### config.mk
export PLATFORM = sky130hd
export DESIGN_NAME = utc_timestamp_to_epoch_ms_core
export DESIGN_NICKNAME = d
export VERILOG_FILES = /design/src/hw/rtl/utc_ts2ms_pkg.sv /design/src/hw/rtl/utc_ts2ms_parser.sv /design/src/hw/rtl/utc_ts2ms_conv.sv /design/src/hw/rtl/utc_ts2ms_ctrl.sv /design/src/hw/rtl/utc_timestamp_to_epoch_ms_core.sv
export SDC_FILE = /design/constraint.sdc
export NUM_CORES = 2
export LEC_CHECK = 0
export BUFFER_PORTS_ARGS = -buffer_cell sky130_fd_sc_hd__buf_2
export CAP_MARGIN = 10
export CORE_ASPECT_RATIO = 1.2
export CORE_MARGIN = 1.5
export CORE_UTILIZATION = 35
export CTS_BUF_LIST = sky130_fd_sc_hd__clkbuf_8
export DETAILED_ROUTE_END_ITERATION = 8
export PLACE_DENSITY = 0.58
export SLEW_MARGIN = 20
export SYNTH_ARGS = -nofsm -noshare
export SYNTH_HDL_FRONTEND = slang
export SYNTH_SLANG_ARGS = --single-unit
### constraint.sdc
create_clock -name i_clk -period 22.7 [get_ports i_clk]
set_clock_uncertainty 0.1 [all_clocks]
set_input_delay 0 -clock i_clk [delete_from_list [all_inputs] [get_ports i_clk]]
set_output_delay 0 -clock i_clk [all_outputs]
set_load 0.01 [all_outputs]
### src/hw/rtl/utc_ts2ms_pkg.sv
`default_nettype none
// ----------------------------------------------------------------------------
// utc_ts2ms_pkg
// Shared types, constants and tables of the timestamp to epoch-ms core.
// ----------------------------------------------------------------------------
package utc_ts2ms_pkg;

    localparam int W_CHAR = 8;
    localparam int W_MS   = 50;
    localparam int W_DATA = 56;
    localparam int W_YEAR = 15;
    localparam int W_FLD  = 8;
    localparam int W_FRAC = 10;

    localparam int C_YEAR_BIAS = 1200;      // three 400-year eras
    localparam int C_DAYS_BIAS = 1157759;   // 719468 + 3 * 146097
    localparam int C_RECIP25   = 2622;      // ceil(2^16 / 25)

    typedef struct packed {
        logic [W_YEAR-1:0] year;
        logic [W_FLD-1:0]  mon;
        logic [W_FLD-1:0]  day;
        logic [W_FLD-1:0]  hour;
        logic [W_FLD-1:0]  minute;
        logic [W_FLD-1:0]  sec;
        logic [W_FRAC-1:0] frac;
        logic              ok;
    } t_fields;

    typedef struct packed {
        logic feed;
        logic last;
        logic clr;
    } t_psr_cmd;

    typedef struct packed {
        logic yr;
        logic mul;
        logic days;
        logic mins;
        logic load;
    } t_cnv_cmd;

    // days from March 1st to the first of month m (March-based year)
    function automatic logic [8:0] month_offset(input logic [W_FLD-1:0] m);
        logic [8:0] r;
        case (m)
            8'd3:    r = 9'd0;
            8'd4:    r = 9'd31;
            8'd5:    r = 9'd61;
            8'd6:    r = 9'd92;
            8'd7:    r = 9'd122;
            8'd8:    r = 9'd153;
            8'd9:    r = 9'd184;
            8'd10:   r = 9'd214;
            8'd11:   r = 9'd245;
            8'd12:   r = 9'd275;
            8'd1:    r = 9'd306;
            8'd2:    r = 9'd337;
            default: r = 9'd0;
        endcase
        return r;
    endfunction

endpackage
`default_nettype wire

### src/hw/rtl/utc_ts2ms_parser.sv
`default_nettype none
// ----------------------------------------------------------------------------
// utc_ts2ms_parser
// Character scanner: splits the text into year..second and fraction fields.
// ----------------------------------------------------------------------------
module utc_ts2ms_parser (
    input  wire logic                               i_clk,
    input  wire logic                               i_rst_n,
    input  wire utc_ts2ms_pkg::t_psr_cmd            i_cmd,
    input  wire logic [utc_ts2ms_pkg::W_CHAR-1:0]   i_char,
    input  wire logic                               i_has,
    output utc_ts2ms_pkg::t_fields                  o_fields
);

    localparam logic [3:0] PH_YEAR = 4'd0;
    localparam logic [3:0] PH_MON  = 4'd2;
    localparam logic [3:0] PH_DAY  = 4'd4;
    localparam logic [3:0] PH_T    = 4'd5;
    localparam logic [3:0] PH_HOUR = 4'd6;
    localparam logic [3:0] PH_COL1 = 4'd7;
    localparam logic [3:0] PH_MIN  = 4'd8;
    localparam logic [3:0] PH_SEC  = 4'd10;
    localparam logic [3:0] PH_DOT  = 4'd11;
    localparam logic [3:0] PH_FRAC = 4'd12;
    localparam logic [3:0] PH_DONE = 4'd13;

    localparam logic [7:0] CH_TAB   = 8'd9;
    localparam logic [7:0] CH_CR    = 8'd13;
    localparam logic [7:0] CH_SPACE = 8'd32;
    localparam logic [7:0] CH_PLUS  = 8'd43;
    localparam logic [7:0] CH_MINUS = 8'd45;
    localparam logic [7:0] CH_DOT   = 8'd46;
    localparam logic [7:0] CH_ZERO  = 8'd48;
    localparam logic [7:0] CH_NINE  = 8'd57;
    localparam logic [7:0] CH_COLON = 8'd58;
    localparam logic [7:0] CH_T     = 8'd84;

    logic [3:0]  r_phase, n_phase;
    logic [2:0]  r_wused, n_wused;
    logic        r_neg, n_neg;
    logic [2:0]  r_dcnt, n_dcnt;
    logic [14:0] r_year, n_year;
    logic [7:0]  r_mon, n_mon;
    logic [7:0]  r_day, n_day;
    logic [7:0]  r_hour, n_hour;
    logic [7:0]  r_min, n_min;
    logic [7:0]  r_sec, n_sec;
    logic [9:0]  r_frac, n_frac;
    logic        r_fail, n_fail;
    logic        r_ok, n_ok;

    logic        is_dig, is_ws, is_sign, fld_ph;
    logic        accum, commit, do_sep;
    logic [3:0]  dg, sep_ph;
    logic [2:0]  maxw;
    logic [7:0]  want;
    logic [14:0] fld_cur, fld_new;

    assign is_dig  = (i_char >= CH_ZERO) && (i_char <= CH_NINE);
    assign is_ws   = (i_char == CH_SPACE) || ((i_char >= CH_TAB) && (i_char <= CH_CR));
    assign is_sign = (i_char == CH_PLUS) || (i_char == CH_MINUS);
    assign dg      = i_char[3:0];
    assign fld_ph  = (r_phase <= PH_SEC) && !r_phase[0];
    assign maxw    = (r_phase == PH_YEAR) ? 3'd4 : 3'd2;

    always_comb begin
        case (r_phase)
            PH_YEAR: fld_cur = r_year;
            PH_MON:  fld_cur = 15'($signed(r_mon));
            PH_DAY:  fld_cur = 15'($signed(r_day));
            PH_HOUR: fld_cur = 15'($signed(r_hour));
            PH_MIN:  fld_cur = 15'($signed(r_min));
            default: fld_cur = 15'($signed(r_sec));
        endcase
    end

    always_comb begin
        n_phase = r_phase;
        n_wused = r_wused;
        n_neg   = r_neg;
        n_dcnt  = r_dcnt;
        n_year  = r_year;
        n_mon   = r_mon;
        n_day   = r_day;
        n_hour  = r_hour;
        n_min   = r_min;
        n_sec   = r_sec;
        n_frac  = r_frac;
        n_fail  = r_fail;
        n_ok    = r_ok;
        accum   = 1'b0;
        commit  = 1'b0;
        do_sep  = 1'b0;
        fld_new = fld_cur;
        sep_ph  = r_phase;
        want    = CH_MINUS;
        if (i_cmd.clr) begin
            n_phase = PH_YEAR;
            n_wused = 3'd0;
            n_neg   = 1'b0;
            n_dcnt  = 3'd0;
            n_year  = '0;
            n_mon   = '0;
            n_day   = '0;
            n_hour  = '0;
            n_min   = '0;
            n_sec   = '0;
            n_frac  = '0;
            n_fail  = 1'b0;
            n_ok    = 1'b0;
        end else if (i_cmd.feed) begin
            if (i_has && !r_fail) begin
                if (fld_ph) begin
                    if (r_wused == 3'd0 && is_ws) begin
                        n_wused = r_wused;
                    end else if (r_wused == 3'd0 && is_sign) begin
                        n_neg   = (i_char == CH_MINUS);
                        n_wused = 3'd1;
                    end else if (is_dig) begin
                        accum   = 1'b1;
                        n_wused = r_wused + 3'd1;
                        n_dcnt  = r_dcnt + 3'd1;
                        commit  = (n_wused >= maxw);
                    end else if (r_dcnt == 3'd0) begin
                        n_fail = 1'b1;
                    end else begin
                        commit = 1'b1;
                        do_sep = 1'b1;
                    end
                end else begin
                    do_sep = 1'b1;
                end
            end

            if (accum) begin
                fld_new = 15'(fld_cur * 15'd10 + 15'(dg));
            end
            if (commit && r_neg) begin
                fld_new = 15'd0 - fld_new;
            end
            if (accum || commit) begin
                case (r_phase)
                    PH_YEAR: n_year = fld_new;
                    PH_MON:  n_mon  = fld_new[7:0];
                    PH_DAY:  n_day  = fld_new[7:0];
                    PH_HOUR: n_hour = fld_new[7:0];
                    PH_MIN:  n_min  = fld_new[7:0];
                    default: n_sec  = fld_new[7:0];
                endcase
            end
            if (commit) begin
                n_phase = r_phase + 4'd1;
                n_wused = 3'd0;
                n_neg   = 1'b0;
                n_dcnt  = 3'd0;
                sep_ph  = r_phase + 4'd1;
            end

            if (sep_ph == PH_T) begin
                want = CH_T;
            end else if (sep_ph >= PH_COL1) begin
                want = CH_COLON;
            end
            if (do_sep) begin
                if (sep_ph < PH_SEC) begin
                    if (i_char == want) begin
                        n_phase = sep_ph + 4'd1;
                    end else begin
                        n_fail = 1'b1;
                    end
                end else if (sep_ph == PH_DOT) begin
                    if (i_char == CH_DOT) begin
                        n_phase = PH_FRAC;
                        n_wused = 3'd0;
                    end else begin
                        n_phase = PH_DONE;
                    end
                end else if (sep_ph == PH_FRAC) begin
                    n_frac  = 10'(r_frac * 10'd10 + (is_dig ? 10'(dg) : 10'd0));
                    n_wused = r_wused + 3'd1;
                    if (n_wused >= 3'd3) begin
                        n_phase = PH_DONE;
                    end
                end
            end

            // end of text: close a pending seconds field, pad the fraction, set the ok flag
            if (i_cmd.last) begin
                if (!n_fail && n_phase == PH_SEC && n_dcnt != 3'd0) begin
                    n_sec   = n_neg ? (8'd0 - n_sec) : n_sec;
                    n_phase = PH_DOT;
                end
                if (!n_fail && n_phase == PH_FRAC) begin
                    case (n_wused)
                        3'd0:    n_frac = 10'd0;
                        3'd1:    n_frac = 10'(n_frac * 10'd100);
                        3'd2:    n_frac = 10'(n_frac * 10'd10);
                        default: n_frac = n_frac;
                    endcase
                end
                n_ok = !n_fail && (n_phase >= PH_DOT)
                    && ($signed(n_mon) >= 8'sd1) && ($signed(n_mon) <= 8'sd12)
                    && ($signed(n_day) >= 8'sd1) && ($signed(n_day) <= 8'sd31);
            end
        end
    end

    always_ff @(posedge i_clk) begin
        if (!i_rst_n) begin
            r_phase <= PH_YEAR;
            r_wused <= 3'd0;
            r_neg   <= 1'b0;
            r_dcnt  <= 3'd0;
            r_year  <= '0;
            r_mon   <= '0;
            r_day   <= '0;
            r_hour  <= '0;
            r_min   <= '0;
            r_sec   <= '0;
            r_frac  <= '0;
            r_fail  <= 1'b0;
            r_ok    <= 1'b0;
        end else begin
            r_phase <= n_phase;
            r_wused <= n_wused;
            r_neg   <= n_neg;
            r_dcnt  <= n_dcnt;
            r_year  <= n_year;
            r_mon   <= n_mon;
            r_day   <= n_day;
            r_hour  <= n_hour;
            r_min   <= n_min;
            r_sec   <= n_sec;
            r_frac  <= n_frac;
            r_fail  <= n_fail;
            r_ok    <= n_ok;
        end
    end

    assign o_fields.year   = r_year;
    assign o_fields.mon    = r_mon;
    assign o_fields.day    = r_day;
    assign o_fields.hour   = r_hour;
    assign o_fields.minute = r_min;
    assign o_fields.sec    = r_sec;
    assign o_fields.frac   = r_frac;
    assign o_fields.ok     = r_ok;

endmodule
`default_nettype wire

### src/hw/rtl/utc_ts2ms_conv.sv
`default_nettype none
// ----------------------------------------------------------------------------
// utc_ts2ms_conv
// Datapath: civil date and time fields to epoch milliseconds, one step a cycle while commanded.
// ----------------------------------------------------------------------------
module utc_ts2ms_conv (
    input  wire logic                             i_clk,
    input  wire utc_ts2ms_pkg::t_cnv_cmd          i_cmd,
    input  wire utc_ts2ms_pkg::t_fields           i_fields,
    output logic [utc_ts2ms_pkg::W_MS-1:0]        o_ms,
    output logic                                  o_ok
);

    logic [13:0]        r_yp;
    logic [23:0]        r_q25p;
    logic [22:0]        r_y365;
    logic [9:0]         r_doy;
    logic signed [22:0] r_days;
    logic signed [33:0] r_mins;
    logic [49:0]        r_ms;
    logic               r_ok;

    logic        mon_le2;
    logic [13:0] n_yp;
    logic [9:0]  n_doy;
    logic [6:0]  cent;
    logic [22:0] n_days;
    logic [33:0] n_mins;
    logic [49:0] n_ms;

    // year shifted to March-based and biased positive by whole eras
    assign mon_le2 = ($signed(i_fields.mon) <= 8'sd2);
    assign n_yp    = 14'($signed(i_fields.year)) - 14'(mon_le2)
                   + 14'(utc_ts2ms_pkg::C_YEAR_BIAS);
    assign n_doy   = 10'(utc_ts2ms_pkg::month_offset(i_fields.mon))
                   + 10'($signed(i_fields.day)) - 10'd1;

    // (yp/4)/25 = yp/100, then /4 again = yp/400
    assign cent   = r_q25p[22:16];
    assign n_days = r_y365 + 23'(r_yp[13:2]) - 23'(cent) + 23'(cent[6:2])
                  + 23'($signed(r_doy)) - 23'(utc_ts2ms_pkg::C_DAYS_BIAS);
    assign n_mins = 34'(r_days * 34'sd1440)
                  + 34'($signed(i_fields.hour)) * 34'd60
                  + 34'($signed(i_fields.minute));
    assign n_ms   = $signed(50'(r_mins)) * 50'sd60000
                  + 50'($signed(i_fields.sec)) * 50'd1000
                  + 50'(i_fields.frac);

    always_ff @(posedge i_clk) begin
        if (i_cmd.yr) begin
            r_yp  <= n_yp;
            r_doy <= n_doy;
        end
        if (i_cmd.mul) begin
            r_q25p <= 24'(r_yp[13:2]) * 24'(utc_ts2ms_pkg::C_RECIP25);
            r_y365 <= 23'(r_yp) * 23'd365;
        end
        if (i_cmd.days) begin
            r_days <= $signed(n_days);
        end
        if (i_cmd.mins) begin
            r_mins <= $signed(n_mins);
        end
        if (i_cmd.load) begin
            r_ms <= i_fields.ok ? n_ms : '0;
            r_ok <= i_fields.ok;
        end
    end

    assign o_ms = r_ms;
    assign o_ok = r_ok;

endmodule
`default_nettype wire

### src/hw/rtl/utc_ts2ms_ctrl.sv
`default_nettype none
// ----------------------------------------------------------------------------
// utc_ts2ms_ctrl
// Controller: input handshake, conversion sequence and output valid.
// ----------------------------------------------------------------------------
module utc_ts2ms_ctrl (
    input  wire logic                     i_clk,
    input  wire logic                     i_rst_n,
    input  wire logic                     i_s_tvalid,
    input  wire logic                     i_s_tlast,
    output logic                          o_s_tready,
    input  wire logic                     i_m_tready,
    output logic                          o_m_tvalid,
    output utc_ts2ms_pkg::t_psr_cmd       o_psr_cmd,
    output utc_ts2ms_pkg::t_cnv_cmd       o_cnv_cmd
);

    typedef enum logic [2:0] {
        ST_IDLE,
        ST_YEAR,
        ST_MUL,
        ST_DAYS,
        ST_MINS,
        ST_LOAD
    } t_state;

    t_state r_state, n_state;
    logic   r_out_valid, n_out_valid;
    logic   s_acc, load;

    assign o_s_tready = (r_state == ST_IDLE);
    assign s_acc      = i_s_tvalid && o_s_tready;
    assign load       = (r_state == ST_LOAD) && (!r_out_valid || i_m_tready);

    always_comb begin
        n_state     = r_state;
        n_out_valid = r_out_valid;
        if (r_out_valid && i_m_tready) begin
            n_out_valid = 1'b0;
        end
        case (r_state)
            ST_IDLE: begin
                if (s_acc && i_s_tlast) begin
                    n_state = ST_YEAR;
                end
            end
            ST_YEAR: n_state = ST_MUL;
            ST_MUL:  n_state = ST_DAYS;
            ST_DAYS: n_state = ST_MINS;
            ST_MINS: n_state = ST_LOAD;
            ST_LOAD: begin
                if (load) begin
                    n_state     = ST_IDLE;
                    n_out_valid = 1'b1;
                end
            end
            default: n_state = ST_IDLE;
        endcase
    end

    always_ff @(posedge i_clk) begin
        if (!i_rst_n) begin
            r_state     <= ST_IDLE;
            r_out_valid <= 1'b0;
        end else begin
            r_state     <= n_state;
            r_out_valid <= n_out_valid;
        end
    end

    assign o_m_tvalid     = r_out_valid;
    assign o_psr_cmd.feed = s_acc;
    assign o_psr_cmd.last = s_acc && i_s_tlast;
    assign o_psr_cmd.clr  = load;
    assign o_cnv_cmd.yr   = (r_state == ST_YEAR);
    assign o_cnv_cmd.mul  = (r_state == ST_MUL);
    assign o_cnv_cmd.days = (r_state == ST_DAYS);
    assign o_cnv_cmd.mins = (r_state == ST_MINS);
    assign o_cnv_cmd.load = load;

endmodule
`default_nettype wire

### src/hw/rtl/utc_timestamp_to_epoch_ms_core.sv
// ----------------------------------------------------------------------------
// utc_timestamp_to_epoch_ms_core: ISO 8601 UTC text to Unix epoch milliseconds
// One character per cycle while idle; the request with tlast starts the conversion:
// year, multiply, days, minutes, load; no character is taken until the result is loaded.
// A result not yet taken holds the conversion in its final step.
// Synchronous active-low reset clears the scanner and drops the result valid.
// ----------------------------------------------------------------------------
`default_nettype none
module utc_timestamp_to_epoch_ms_core (
    input  wire logic        i_clk,
    input  wire logic        i_rst_n,
    input  wire logic        s_axis_tvalid,
    output logic             s_axis_tready,
    input  wire logic [7:0]  s_axis_tdata,   // [7:0] char_code
    input  wire logic        s_axis_tuser,   // [0] has_char
    input  wire logic        s_axis_tlast,   // last_char
    output logic             m_axis_tvalid,
    input  wire logic        m_axis_tready,
    output logic [55:0]      m_axis_tdata,   // [49:0] epoch_ms, [55:50] zero
    output logic             m_axis_tuser    // [0] parsed_ok
);

    utc_ts2ms_pkg::t_psr_cmd psr_cmd;
    utc_ts2ms_pkg::t_cnv_cmd cnv_cmd;
    utc_ts2ms_pkg::t_fields  fields;
    logic [utc_ts2ms_pkg::W_MS-1:0] ms;

    utc_ts2ms_ctrl u_ctrl (
        .i_clk      (i_clk),
        .i_rst_n    (i_rst_n),
        .i_s_tvalid (s_axis_tvalid),
        .i_s_tlast  (s_axis_tlast),
        .o_s_tready (s_axis_tready),
        .i_m_tready (m_axis_tready),
        .o_m_tvalid (m_axis_tvalid),
        .o_psr_cmd  (psr_cmd),
        .o_cnv_cmd  (cnv_cmd)
    );

    utc_ts2ms_parser u_parser (
        .i_clk    (i_clk),
        .i_rst_n  (i_rst_n),
        .i_cmd    (psr_cmd),
        .i_char   (s_axis_tdata),
        .i_has    (s_axis_tuser),
        .o_fields (fields)
    );

    utc_ts2ms_conv u_conv (
        .i_clk    (i_clk),
        .i_cmd    (cnv_cmd),
        .i_fields (fields),
        .o_ms     (ms),
        .o_ok     (m_axis_tuser)
    );

    assign m_axis_tdata = {(utc_ts2ms_pkg::W_DATA - utc_ts2ms_pkg::W_MS)'(0), ms};

endmodule
`default_nettype wire

==> results.toml <==
[outcome]
status = "complete, no violations"

[global_route]
grt_pass1_vias = 27900
grt_pass1_wl_um = 135000
grt_antenna_before_repair = 1
grt_usage_pct = 14.5
overflow = 0
grt_max_degree = 72

[finish]
area_growth_pct = 7.98
drive_gt1_share_pct = 4.62
fin_area_um2 = 41100
fin_util_pct = 38.1
nNetsFinal = 5266

[drt]
drc_errors = 0
post_drt_via_cell_ratio = 4.83
dr.pass1.iters = 5
drt.antenna.violating_nets = 0
drt_iter0_drc = 1166
wl_um = 79200
wire_per_inst_um = 14.0
num_vias = 27400

[floorplanning]
die_x_um = 304
rows = 132
core_area_um2 = 108000
initial_core_util_pct = 35.3
dieArea_um2 = 111000
die_h_um = 364
io_pins = 73

[pwr]
sequentialPowerShare_pct = 20.4
pwr-share-comb_pct = 64.3
p_sw_share_pct = 44.2
leakagePower_uw = 0.0203
p_clk_share_pct = 15.3
ir_drop_uv = 43.2
p_int_uw = 1630
power.density_nw_per_um2 = 71.0
p_sw_uw = 1290

[cts]
cts_setup_buffers = 0
path_clk_slew_ns = 0.07
cts_hold_buf = 10
insertion_delay_ns = 0.67
clock-root-buffer = "clkbuf_8"
cts_made_buffers = 46
cts_tree = "yes"
post_cts_resized = 0
cts.sinks = 252
cts-htree-levels = 2
cts_buffer_depth = 3

[worst_setup_path]
arrival_ns = 9.84
critPathLaunchType = "flip-flop"
cpPeakStageDelay_ns = 0.70
path_delay_family = "adder cells"
critPathKind = "flip-flop to flip-flop"
crit_fanout = 12
slowest_stage = "dfxtp_1"
worstPathRequired_ns = 23.00
end_kind = "flip-flop"
crit_path_frequent_cell = "inv_1"
cp_num_buf_inv = 5

[synth]
synth_warnings = 0
synth-edff-count = 162
synth-seq-area-share_pct = 17.5
synth_cell_type_count = 92
ys.flop_type = "edfxtp_1"
synth_cells = 4145
ys_ff_latch = 252
synthArstFlopShare_pct = 0
synthDominantCellAreaShare_pct = 20.8
syn_area_um2 = 38000
postSynthAreaPerCell_um2 = 9.18
yosys-top-cells-area = "fa_1 21%, ha_1 21%, edfxtp_1 13%, inv_1 8.5%, dfxtp_1 4.7%"
synth_top_cell_by_area = "fa_1"

[sta]
drv_slew = 0
hold_viol_final = 0
setup_violations = 0
worst_pin_slew_ns = 1.14
rsz0062_at_grt = "false"
fin_crit_ns = 9.54
tns_ns = 0
slew_headroom_pct = 23.8
max_freq_mhz = 105
fin_crit_sh_pct = 42.0

[job]
max_cap_violations = 0

[place]
place_area_um2 = 40100
port_buffers = 66
post-dp-hpwl_um = 66000
place.gp.congestion = 0.858

[worst_hold_path]
worstHoldPathType = "primary input to flip-flop"
cells in the mapped netlist, types with 6 or more instances:
cell type	count
nand4_1	17
a22oi_1	14
o2111ai_1	6
nor3_1	50
o211ai_1	12
o211a_1	6
a2111oi_0	8
o21bai_1	32
o22ai_1	7
a31o_2	6
nor2_1	241
a211oi_1	57
dfxtp_1	90
nand2b_1	38
nor4_1	12
nor3b_1	10
a31oi_1	22
nor2b_1	43
and2_1	59
nand3b_1	11
a21boi_0	20
ha_1	632
nand3_1	67
o21ai_0	132
mux2i_1	32
clkbuf_1	58
fa_1	395
inv_1	864
xor2_1	91
a21oi_1	222
and3_1	37
edfxtp_1	162
a211o_1	7
o21a_1	33
buf_4	7
o31a_1	10
a22o_1	13
xnor2_1	188
o31ai_1	17
a21o_1	80
or2_2	12
or3_1	18
nand2_1	207
o41ai_1	6
tightest hold or removal path, cell delays in order:
cell and delay (ns):
buf_2 0.20, nor2_1 0.10, a32oi_1 0.36, a211oi_1 0.13
state kept, by name (all words and copies together), names as in the netlist, 3 cells and up, named ones only:
signal	cells
u_conv.r_y365	23
u_conv.r_yp	14
u_parser.r_frac	10
u_parser.r_dcnt	3
u_parser.r_hour	8
u_parser.r_phase	4
u_ctrl.r_state	3
u_parser.r_day	8
u_parser.r_mon	8
u_conv.r_q25p	7
u_parser.r_year	14
u_parser.r_min	8
u_conv.o_ms	50
u_parser.r_sec	8
u_parser.r_wused	3
u_conv.r_mins	34
u_conv.r_days	23
u_conv.r_doy	10
per-layer routing:
metal	GRT usage (%)	up-vias	part of all wire, %
met5	0	-	0
met4	3.01	0	1.6
met3	1.40	76	3.0
met2	27.0	339	50
met1	18.1	13000	46
li1	-	13900	-
worst paths after layout:
check	slack (ns)	cells past startpoint	to	startpoint
max	13.16	33	u_conv.o_ms[49]	u_parser.r_sec[2]
min	0.12	4	u_parser.r_neg	s_axis_tdata[1]
max reg2reg	13.16	33	u_conv.o_ms[49]	u_parser.r_sec[2]
min reg2reg	0.37	2	u_parser.r_fail	u_parser.r_fail
cell usage in the layout, fill, tap and decap left out, drive strengths merged, types with 10 or more instances in the layout:
cell | netlist | final
or3 | 18 | 18
o21ai | 135 | 135
o21bai | 32 | 32
edfxtp | 162 | 162
nand4 | 17 | 17
dfxtp | 90 | 90
xor2 | 91 | 91
dlygate4sd3 | 0 | 10
inv | 864 | 882
buf | 15 | 91
o211ai | 14 | 14
o31a | 10 | 10
a21o | 80 | 80
clkbuf | 59 | 49
a211oi | 59 | 59
a22o | 13 | 13
nand2b | 38 | 38
fa | 395 | 395
nor3b | 11 | 11
o31ai | 18 | 18
nor3 | 50 | 50
a31oi | 22 | 22
ha | 632 | 632
or2 | 12 | 12
o21a | 33 | 33
nor4 | 12 | 12
nand3b | 12 | 12
xnor2 | 188 | 188
clkinv | 0 | 13
nor2 | 241 | 241
and3 | 37 | 37
nand3 | 67 | 67
mux2i | 32 | 32
nor2b | 43 | 43
nand2 | 207 | 207
and2 | 60 | 60
a21oi | 223 | 223
a21boi | 20 | 20
a22oi | 14 | 14
power groups by stage:
stage,sequential (uW),clock [uW],combinational [uW]
after floorplan,595,0,1520
after global placement,604,0,1860
after detailed placement,605,0,1880
after CTS,595,464,1900
after global routing,598,481,2180
final,594,447,1880
cell type report:
| cell class | instances | area [um2] |
|---|---|---|
| fill | 10900 | 66800 |
| multi-input combinational | 2960 | 27900 |
| sequential | 252 | 6670 |
| inverter | 864 | 3240 |
| tap | 1407 | 1760 |
| clock buffer | 49 | 674 |
| timing repair buffer | 101 | 618 |
| clock inverter | 36 | 243 |
| antenna | 1 | 2.50 |
cell families (layout without fill, tap and decap cells):
kind of cell | count (synthesis) | in the layout | synth area share, %
XOR/XNOR | 280 | 280 | 6.48
AND/OR/NAND/NOR | 846 | 846 | 10.9
flip-flops | 252 | 252 | 17.5
AO/OA/AOI/OAI | 764 | 764 | 13.1
other | 1 | 7 | 0.00986
buffers and inverters | 938 | 1050 | 9.36
adder cells (fa/ha/maj) | 1027 | 1027 | 41.6
multiplexers | 37 | 37 | 1.03
metrics by stage:
stage	instances	hold slack, ns	setup slack [ns]	power (uW)
final	5670	0.116	13.16	2920
after floorplan	4150	0.0282	14.47	2110
after global placement	5574	0.234	13.22	2470
after CTS	5669	0.000150	13.07	2960
after detailed placement	5574	0.237	13.12	2490
after global routing	5670	0.0772	12.52	3260
No activity file was read; power rests on OpenSTA's default activity.
